**src/rtl/netc_pkg.sv**
```systemverilog
package netc_pkg;

	// Stored element kinds on the func input
	localparam logic [2:0] KIND_I8  = 3'd0;
	localparam logic [2:0] KIND_I16 = 3'd1;
	localparam logic [2:0] KIND_I32 = 3'd2;
	localparam logic [2:0] KIND_F64 = 3'd3;
	localparam logic [2:0] KIND_C16 = 3'd4;
	localparam logic [2:0] KIND_C32 = 3'd5;

	// Result type codes
	localparam logic [2:0] TY_BIT = 3'd0;
	localparam logic [2:0] TY_I8  = 3'd1;
	localparam logic [2:0] TY_I16 = 3'd2;
	localparam logic [2:0] TY_I32 = 3'd3;
	localparam logic [2:0] TY_F64 = 3'd4;
	localparam logic [2:0] TY_C8  = 3'd5;
	localparam logic [2:0] TY_C16 = 3'd6;
	localparam logic [2:0] TY_C32 = 3'd7;

	// Range bounds
	localparam logic [31:0] I8_MAX  = 32'd127;
	localparam logic [31:0] I16_MAX = 32'd32767;
	localparam logic [31:0] C8_MAX  = 32'h0000_00ff;
	localparam logic [31:0] C16_MAX = 32'h0000_ffff;

	// IEEE double layout
	localparam int          F64_MAN_W = 52;
	localparam logic [10:0] F64_BIAS  = 11'd1023;
	localparam logic [10:0] F64_EXP_MAX = 11'h7ff;

	// Folded contribution of one word
	typedef struct packed {
		logic [31:0] bits;
		logic        not_int;
	} fold_t;

endpackage

```
**src/rtl/netc_fold.sv**
```systemverilog
module netc_fold import netc_pkg::*; (
	input  logic [2:0]  func,
	input  logic [63:0] element,
	output fold_t       fold
);

	logic [10:0] ex;
	logic [51:0] man;
	logic        neg;
	logic [10:0] e_unb;
	logic [5:0]  sh;
	logic [52:0] frac_mask;
	logic [52:0] mag_full;
	logic [31:0] mag;
	logic        f_ok;
	logic [31:0] f_int;
	logic [31:0] c16s;

	// Sign fold: clear bit 0, invert negatives
	function automatic logic [31:0] fold_signed(input logic [31:0] c);
		fold_signed = {c[31:1], 1'b0} ^ {32{c[31]}};
	endfunction

	// Double to i32 conversion check
	always_comb begin
		ex        = element[62:52];
		man       = element[51:0];
		neg       = element[63];
		e_unb     = ex - F64_BIAS;
		sh        = 6'(F64_MAN_W) - {1'b0, e_unb[4:0]};
		frac_mask = (53'd1 << sh) - 53'd1;
		mag_full  = {1'b1, man} >> sh;
		mag       = mag_full[31:0];
		f_ok      = 1'b0;
		f_int     = '0;
		if (ex == F64_EXP_MAX) begin
			f_ok = 1'b0;
		end else if (ex == 11'd0) begin
			f_ok = (man == '0);
		end else if (ex < F64_BIAS || e_unb > 11'd31) begin
			f_ok = 1'b0;
		end else if ((({1'b0, man}) & frac_mask) != '0) begin
			f_ok = 1'b0;
		end else if (neg) begin
			f_ok  = (mag <= 32'h8000_0000);
			f_int = 32'd0 - mag;
		end else begin
			f_ok  = (mag <= 32'h7fff_ffff);
			f_int = mag;
		end
	end

	// Per-kind fold
	always_comb begin
		c16s = {{16{element[15]}}, element[15:0]};
		fold = '0;
		case (func)
			KIND_I8:  fold.bits = {24'd0, element[7:0]};
			KIND_I16: fold.bits = fold_signed(c16s);
			KIND_I32: fold.bits = fold_signed(element[31:0]);
			KIND_F64: begin
				fold.bits    = f_ok ? fold_signed(f_int) : '0;
				fold.not_int = !f_ok;
			end
			KIND_C16: fold.bits = {16'd0, element[15:0]};
			default:  fold.bits = element[31:0];
		endcase
	end

endmodule

```
**src/rtl/narrowest_element_type_classifier.sv**
```systemverilog
// Throughput: one input word per cycle while in_stall is low; one result word per array.
// Stage 1 registers the input word; the fold into the range accumulator and the
// verdict on a last word are combinational from stage 1 to the result register.
// Input stalls only while a last word in stage 1 waits behind a stalled result.
// Reset (arst_n low, asynchronous) clears valids, accumulator and the not-integral flag.
module narrowest_element_type_classifier import netc_pkg::*; (
	input  logic        clk,
	input  logic        arst_n,
	input  logic        in_valid,
	output logic        in_stall,
	input  logic [2:0]  func,
	input  logic [63:0] element,
	input  logic        last,
	output logic        out_valid,
	input  logic        out_stall,
	output logic [2:0]  result_type,
	output logic        narrowed
);

	logic        valid_s1;
	logic [2:0]  func_s1;
	logic [63:0] element_s1;
	logic        last_s1;
	logic [31:0] acc_q;
	logic        not_int_q;
	logic        out_valid_q;
	logic [2:0]  result_type_q;
	logic        narrowed_q;

	logic        in_acc;
	logic        adv;
	logic        out_load;
	fold_t       fold;
	logic [31:0] acc_nx;
	logic        not_int_nx;
	logic [2:0]  res_ty;
	logic [2:0]  stored_ty;

	// Handshake: stage 1 holds a last word while the result is still stalled
	assign adv      = valid_s1 && !(last_s1 && out_valid_q && out_stall);
	assign in_stall = valid_s1 && !adv;
	assign in_acc   = in_valid && !in_stall;
	assign out_load = adv && last_s1;

	// Input register
	always_ff @(posedge clk or negedge arst_n) begin
		if (!arst_n) begin
			valid_s1 <= 1'b0;
		end else if (in_acc) begin
			valid_s1 <= 1'b1;
		end else if (adv) begin
			valid_s1 <= 1'b0;
		end
	end

	always_ff @(posedge clk) begin
		if (in_acc) begin
			func_s1    <= func;
			element_s1 <= element;
			last_s1    <= last;
		end
	end

	netc_fold u_fold (
		.func    (func_s1),
		.element (element_s1),
		.fold    (fold)
	);

	assign acc_nx     = acc_q | fold.bits;
	assign not_int_nx = not_int_q | fold.not_int;

	// Verdict from the updated state and the last word's kind
	always_comb begin
		res_ty    = TY_C8;
		stored_ty = TY_C32;
		case (func_s1)
			KIND_I8: begin
				stored_ty = TY_I8;
				res_ty    = (acc_nx > 32'd1) ? TY_I8 : TY_BIT;
			end
			KIND_I16: begin
				stored_ty = TY_I16;
				if (acc_nx > I8_MAX)     res_ty = TY_I16;
				else if (acc_nx != '0)   res_ty = TY_I8;
				else                     res_ty = TY_BIT;
			end
			KIND_I32, KIND_F64: begin
				stored_ty = (func_s1 == KIND_F64) ? TY_F64 : TY_I32;
				if (func_s1 == KIND_F64 && not_int_nx) res_ty = TY_F64;
				else if (acc_nx > I16_MAX)              res_ty = TY_I32;
				else if (acc_nx > I8_MAX)               res_ty = TY_I16;
				else if (acc_nx != '0)                  res_ty = TY_I8;
				else                                    res_ty = TY_BIT;
			end
			default: begin
				stored_ty = (func_s1 == KIND_C16) ? TY_C16 : TY_C32;
				if (acc_nx > C16_MAX)     res_ty = TY_C32;
				else if (acc_nx > C8_MAX) res_ty = TY_C16;
				else                      res_ty = TY_C8;
			end
		endcase
	end

	// Range accumulator and not-integral flag, cleared after the last word
	always_ff @(posedge clk or negedge arst_n) begin
		if (!arst_n) begin
			acc_q     <= '0;
			not_int_q <= 1'b0;
		end else if (adv) begin
			acc_q     <= last_s1 ? '0 : acc_nx;
			not_int_q <= last_s1 ? 1'b0 : not_int_nx;
		end
	end

	// Result register
	always_ff @(posedge clk or negedge arst_n) begin
		if (!arst_n) begin
			out_valid_q <= 1'b0;
		end else if (out_load) begin
			out_valid_q <= 1'b1;
		end else if (!out_stall) begin
			out_valid_q <= 1'b0;
		end
	end

	always_ff @(posedge clk) begin
		if (out_load) begin
			result_type_q <= res_ty;
			narrowed_q    <= (res_ty != stored_ty);
		end
	end

	assign out_valid   = out_valid_q;
	assign result_type = result_type_q;
	assign narrowed    = narrowed_q;

`ifndef SYNTHESIS
	// State is clean after an array closes
	a_clear_after_last: assert property (@(posedge clk) disable iff (!arst_n)
		adv && last_s1 |=> acc_q == '0 && !not_int_q)
		else $error("accumulator not cleared after last word");

	// Input stalls only while stage 1 is occupied
	a_stall_needs_s1: assert property (@(posedge clk) disable iff (!arst_n)
		in_stall |-> valid_s1)
		else $error("input stalled with empty stage 1");

	// A new result comes only from a last word leaving stage 1
	a_result_source: assert property (@(posedge clk) disable iff (!arst_n)
		$rose(out_valid_q) |-> $past(valid_s1 && last_s1))
		else $error("result without a last word");

	// An f64 verdict only arises from stored f64, so it is never narrowed
	a_f64_not_narrowed: assert property (@(posedge clk) disable iff (!arst_n)
		out_valid_q && result_type_q == TY_F64 |-> !narrowed_q)
		else $error("f64 result flagged as narrowed");

	// A stalled result is never overwritten
	a_no_overwrite: assert property (@(posedge clk) disable iff (!arst_n)
		out_valid_q && out_stall |-> !out_load)
		else $error("result register overwritten while stalled");
`endif

endmodule
```
**config.mk**
```make
export PLATFORM = sky130hd
export DESIGN_NAME = narrowest_element_type_classifier
export DESIGN_NICKNAME = d
export VERILOG_FILES = /design/src/rtl/netc_pkg.sv /design/src/rtl/netc_fold.sv /design/src/rtl/narrowest_element_type_classifier.sv
export SDC_FILE = /design/constraint.sdc
export NUM_CORES = 1
export LEC_CHECK = 0
export BUFFER_PORTS_ARGS = -buffer_cell sky130_fd_sc_hd__buf_2
export CAP_MARGIN = 20
export CORE_UTILIZATION = 37
export CTS_BUF_LIST = sky130_fd_sc_hd__clkbuf_4
export DETAILED_ROUTE_END_ITERATION = 7
export SETUP_SLACK_MARGIN = 0.15
export SYNTH_ARGS = -nofsm -noshare
export SYNTH_HDL_FRONTEND = slang
export SYNTH_SLANG_ARGS = --single-unit
```
**constraint.sdc**
```tcl
create_clock -name clk -period 10.5 [get_ports clk]
set_input_delay 0.525 -clock clk [delete_from_list [all_inputs] [get_ports clk]]
set_output_delay 0.525 -clock clk [all_outputs]
set_load 0.1 [all_outputs]
```
# After elaboration in Yosys (flattened, before gate mapping)
# Cells that the tools add are included.
classes:
  n_eq_ne: 7
  magnitude_cmp: 9
  n_div: 0
  reduce_logical: 19
  mul: 0
  n_addsub: 4
  n_bitwise: 6
  mux: 30
  n_shift: 2
ops:
  columns: ["op", "count"]
  rows:
  - ["32-bit 2-to-1 mux", 7]
  - ["32-bit case mux with 5 select lines", 1]
  - ["32-bit bitwise XOR", 3]
  - ["52-bit by 53-bit AND with 53-bit output", 1]
  - ["53-bit nonzero test", 1]
  - ["1-bit by 6-bit << shifter with 53-bit output (first input constant)", 1]
  - ["53-bit by 6-bit >> shifter with 32-bit output", 1]
  - ["53-bit by 1-bit subtractor with 53-bit output (second input constant)", 1]
  - ["52-bit logical NOT", 1]
  - ["32-bit by 1-bit > comparator with 1-bit output (second input constant)", 1]
  - ["32-bit by 15-bit > comparator with 1-bit output (second input constant)", 1]
  - ["32-bit by 16-bit > comparator with 1-bit output (second input constant)", 1]
  - ["32-bit by 7-bit > comparator with 1-bit output (second input constant)", 1]
  - ["32-bit by 8-bit > comparator with 1-bit output (second input constant)", 1]
  - ["32-bit by 31-bit less-or-equal comparator with 1-bit output (second input constant)", 1]
  - ["32-bit less-or-equal comparator (second input constant)", 1]
  - ["32-bit bitwise OR", 1]
  - ["32-bit nonzero test", 1]
  - ["1-bit by 32-bit subtractor with 32-bit output (first input constant)", 1]
  - ["3-bit case mux with 3 select lines", 2]
  - ["1-bit 2-to-1 mux", 14]
  - ["3-bit 2-to-1 mux", 4]
  - ["11-bit == test (second input constant)", 1]
  - ["11-bit by 5-bit > comparator with 1-bit output (second input constant)", 1]
  - ["other kinds (17)", 28]
totals:
  mem_count: 0
  input_bits: 72
  ram_bits: 0
  mem_bits_ro: 0
  word_cells: 86
  latch_bits: 0
  output_inout_bits: 6
  regBits: 107

# Logic depth before layout (Yosys ltp)
depth:
  depth_word: 21
  depth_mapped: 34

# Modules after synthesis
# A second synthesis with hierarchy kept.
unflattened:
  cells_unflattened: 1298
  hier_area_um2: 10996.8
modules_own_cells:
  columns: ["module", "cells_per_inst", "instances", "seq_area_each_um2", "area_per_inst_um2"]
  rows:
  - ["netc_fold", 1045, 1, 0.0, 7189.4]
  - ["narrowest_element_type_classifier", 253, 1, 3037.9, 3807.4]

# Worst setup path before layout
# OpenSTA, ideal clock, no wires.
synth_timing:
  kind: "register to register"
  startpoint: "register element_s1[52]"
  endpoint: "register narrowed_q, in the netlist narrowed, data pin"
  t_arrival_ns: 6.986
  slack_ns: 3.258
  path_stages_with_launch: 34
  n_path_buf: 10
  path_cell_list: "edfxtp_1 > buf_4 > inv_2 > buf_6 > buf_6 > buf_2 > ha_1 > buf_6 > buf_4 > buf_4 > buf_2 > buf_2 > mux2i_1 > nand2_1 > a21oi_1 > a21oi_1 > or4_1 > and4_1 > inv_1 > ha_1 > o21ai_0 > a2111oi_0 > and4bb_2 > nand3_1 > or4_1 > a31o_1 > or2_1 > clkbuf_1 > a31oi_1 > nor3_2 > or4b_4 > xnor2_2 > o211ai_1 > o211a_1"
synth_between:
  elab_chain_cells: 21
  elab_cells_between_ends: 48
synth_rtl:
  columns: ["item", "line_no", "source"]
  rows:
  - ["start, declared", "narrowest_element_type_classifier.sv:22", "logic [63:0] element_s1;"]
  - ["start signal, assigned", "narrowest_element_type_classifier.sv:59", "element_s1 <= element;"]
  - ["parallel branches: the longest is 19 deep, another holds 1-bit by 32-bit subtractor with 32-bit output", null, null]
  - ["3-bit case mux with 3 select lines *", "narrowest_element_type_classifier.sv:77", "case (func_s1)"]
  - ["3-bit inequality test *", "narrowest_element_type_classifier.sv:130", "narrowed_q <= (res_ty != stored_ty);"]
  - ["end signal, assigned", "narrowest_element_type_classifier.sv:130", null]
  - ["end, declared", "narrowest_element_type_classifier.sv:28", "logic narrowed_q;"]
# Mark *: on every way between the ends.
# A chain may end at the register's enable or synchronous reset.

# Worst setup path in the final report
layout_timing:
  startpoint: "register element_s1[54]"
  endpoint: "register narrowed_q, in the netlist narrowed, data pin"
layout_between:
  elab_cells_between_ends: 48
layout_rtl:
  columns: ["item", "line_no", "source"]
  rows:
  - ["parallel branches: the longest is 18 deep, another holds 1-bit by 32-bit subtractor with 32-bit output", null, null]
  - ["3-bit case mux with 3 select lines *", "narrowest_element_type_classifier.sv:77", null]
  - ["net res_ty[1]", "narrowest_element_type_classifier.sv:36", "logic [2:0] res_ty;"]
  - ["3-bit inequality test *", "narrowest_element_type_classifier.sv:130", null]
# Mark *: on every way through the listed nets, which the timed path passes.

==> impl_metrics.json <==
{
  "outcome": "complete, no violations",
  "yosys.cell_types.count": 95,
  "timing.critical_path.from": "element_s1[54]$_DFFE_PP_",
  "syn2layout_area_growth_pct": 6.19,
  "skew_ps": 30.5,
  "post_route_cells_drive_above_1_share_pct": 14.3,
  "remaining_drc_errors": 0,
  "p_int_mw": 0.856,
  "io_pins": 78,
  "finalSetupViolCount": 0,
  "synth_area_um2": 12700,
  "clock_sink_count": 107,
  "clockRootBuffer": "sky130_fd_sc_hd__clkbuf_4",
  "crit_path_slowest_cell": "sky130_fd_sc_hd__ha_2",
  "timing.critical_path.arrival_ps": 8720,
  "rsz_0062_raised_after_global_routing": "no",
  "die_w_um": 187,
  "yosys_warnings": 0,
  "number_of_antenna_violations_at_the_first_check_in_global_routing": 3,
  "global_route.usage.total_pct": 31.2,
  "synthTopCellsByCount": "135 x sky130_fd_sc_hd__nand2_1, 129 x sky130_fd_sc_hd__nor2_1, 102 x sky130_fd_sc_hd__mux2i_1",
  "non_filler_instances": 1977,
  "numnets_final": 1608,
  "clk_path_buf_depth": 2,
  "slew_headroom_pct": 26.2,
  "globalRoute.totalOverflow": 0,
  "cts_tree": "done",
  "synth_ff_type": "sky130_fd_sc_hd__edfxtp_1",
  "sequentialPowerShare_pct": 34.8,
  "die_area_um2": 35000,
  "timing.rr.end": "narrowed$_DFFE_PP_",
  "numCtsBuffers": 9,
  "synth.most_common_cell": "sky130_fd_sc_hd__nand2_1",
  "place.gp.congestion": 1.07,
  "detail_route.vias_per_cell": 6.79,
  "synth.net_count": 1627,
  "max_slew.worst_pin.slew_ps": 1100,
  "hpwl_um": 41100,
  "yosys.area.top_type": "sky130_fd_sc_hd__edfxtp_1",
  "totalPowerFinal_mw": 1.62,
  "post_cts_setup_repair_buffer_count": 0,
  "avgSynthCellArea_um2": 8.24,
  "h-tree-depth": 3,
  "leakagePower_nw": 5.09,
  "fmax_mhz": 119,
  "ir_worst_vdd_mv": 0.0702,
  "synth.ff_latch_count": 107,
  "first_iter_violations": 1990,
  "drv_slew": 0,
  "die_height_um": 187,
  "insertion_delay_ps": 550,
  "cellPowerDensity_nw_per_um2": 120,
  "clock_power_share_pct": 14.7,
  "worst_setup_path_endpoint": "narrowed$_DFFE_PP_",
  "core-area_um2": 33600,
  "number_of_global_route_vias_before_repair": 12600,
  "worst-r2r-cell-count": 25,
  "placement_rows": 67,
  "worstSetupStartpointType": "flop",
  "setup_tns_ps": 0,
  "synthArstFlopShare_pct": 32.7,
  "clk_pin_slew_worst_paths_ps": 220,
  "wl_per_cell_um": 28.1,
  "finalWirelength_um": 55600,
  "grt_max_degree": 78,
  "dr_total_vias": 13400,
  "post_cts_hold_buffer_count": 0,
  "number_of_gates_resized_after_cts": 0,
  "worst-endpoint-required_ps": 10840,
  "synth_edf_count": 72,
  "postRouteAntennaNets": 0,
  "regToRegStartpoint": "element_s1[54]$_DFFE_PP_",
  "synth-seq-area-share_pct": 23.9,
  "synthesis.instances": 1539,
  "min_path_type": "input port to asynchronous set/reset pin",
  "power.share.switching_pct": 47.2,
  "comb_power_share_pct": 50.5,
  "dpl.cell_count": 1956,
  "setup.worst_path.end_class": "flop",
  "final_count_of_hold_timing_violations": 0,
  "layout_worst_path_cycle_share_pct": 79.8,
  "critical-path-max-stage-delay_ps": 670,
  "synth_top_area_share_pct": 17.0,
  "rrSetupSlack_ps": 2120,
  "critical_path_class": "flop to flop",
  "cpMostUsedCell": "sky130_fd_sc_hd__buf_4",
  "period_minus_slack_ps": 8380,
  "drt_pass1_iterations": 5,
  "grt_pass1_wl_um": 82100,
  "io_buffer_count": 77,
  "critical_path.max_fanout": 34,
  "floorplan.initialDensity_pct": 37.7,
  "power.switching_mw": 0.765,
  "synth.area.top_cells": "sky130_fd_sc_hd__edfxtp_1 17%, sky130_fd_sc_hd__mux2i_1 8.0%, sky130_fd_sc_hd__dfrtp_1 6.9%",
  "maxCapViolations": 0
}
## how the worst min path moves through the flow
stage	to	slack (ps)	depth (start not counted)
floorplan	acc_q[0]$_DFFE_PN0P_	230	0
global placement	acc_q[4]$_DFFE_PN0P_	470	2
detailed placement	acc_q[4]$_DFFE_PN0P_	480	2
CTS	acc_q[31]$_DFFE_PN0P_	30	1
global route	acc_q[21]$_DFFE_PN0P_	70	1
finish	acc_q[21]$_DFFE_PN0P_	30	1
## logic make-up after synthesis
group / after synthesis / synth area share, %
adder cells (fa/ha/maj): 16 / 1.58
AO/OA/AOI/OAI: 445 / 24.1
AND/OR/NAND/NOR: 564 / 22.9
buffers and inverters: 181 / 6.55
XOR/XNOR: 77 / 5.43
multiplexers: 149 / 15.5
flip-flops: 107 / 23.9
## registers in the layout, summed over array words and instances (netlist names)
name         flops
acc_q           32
element_s1      64
func_s1          3
last_s1          1
narrowed         1
not_int_q        1
out_valid        1
result_type      3
valid_s1         1
## worst max-delay path: cells and delay by family (launching register included)
kind                       cells  cell delay (ps)
and+or+nand+nor                8             3150
adders and majority gates      2              880
AOI/OAI and AO/OA             10             2210
buffers and inverters          5             1440
DFF                            1              460
## power by group through the flow
stage / registers (mW) / logic [mW] / clock network, mW
after floorplan: 0.530 / 0.580 / 0
after global placement: 0.568 / 0.788 / 0
after detailed placement: 0.568 / 0.789 / 0
after CTS: 0.560 / 0.792 / 0.247
after global routing: 0.567 / 0.865 / 0.256
final: 0.564 / 0.818 / 0.238
## layout make-up
| type | count | area, um^2 |
|---|---|---|
| inverter | 31 | 116 |
| clock buffer | 9 | 67.6 |
| fill | 3438 | 20100 |
| clock inverter | 7 | 91.3 |
| timing repair buffer | 120 | 728 |
| sequential | 107 | 3040 |
| antenna | 4 | 10.0 |
| multi-input combinational | 1251 | 8860 |
| tap | 448 | 561 |
## metal layers
metal | track usage [%] | wire length (um) | up-vias
li1 | - | - | 5883
met1 | 41.7 | 22600 | 6499
met2 | 45.4 | 23500 | 855
met3 | 8.05 | 6160 | 185
met4 | 17.8 | 3270 | 0
met5 | 0 | 0 | -
## cell usage in the layout (no fill, tap or decap), drive strengths merged, types with 13 or more instances in the layout
cell and n:
nand2 135, nor2 130, buf 120, mux2i 102, o21ai 96, a21oi 93, edfxtp 72, xnor2 58
nand3 47, nor3 43, mux4 37, a22oi 37, nor4 36, dfrtp 35, nand4 30, inv 30
o211ai 25, nand2b 20, and3 20, xor2 19, o31ai 17, or4 16, ha 16, nor2b 14
and2 14, or3 13
## stage by stage
| step | setup slack [ps] | util, % | hold WS (ps) | instance area [um^2] |
|---|---|---|---|---|
| after detailed placement | 2240 | 39.5 | 482 | 13300 |
| after floorplan | 3260 | - | 229 | 12700 |
| after global routing | 1750 | 40.1 | 72.0 | 13500 |
| final | 2120 | 40.1 | 31.5 | 13500 |
| after CTS | 2220 | 40.0 | 32.6 | 13400 |
| after global placement | 2320 | 39.5 | 473 | 13300 |
No activity file was read; power rests on OpenSTA's default activity.
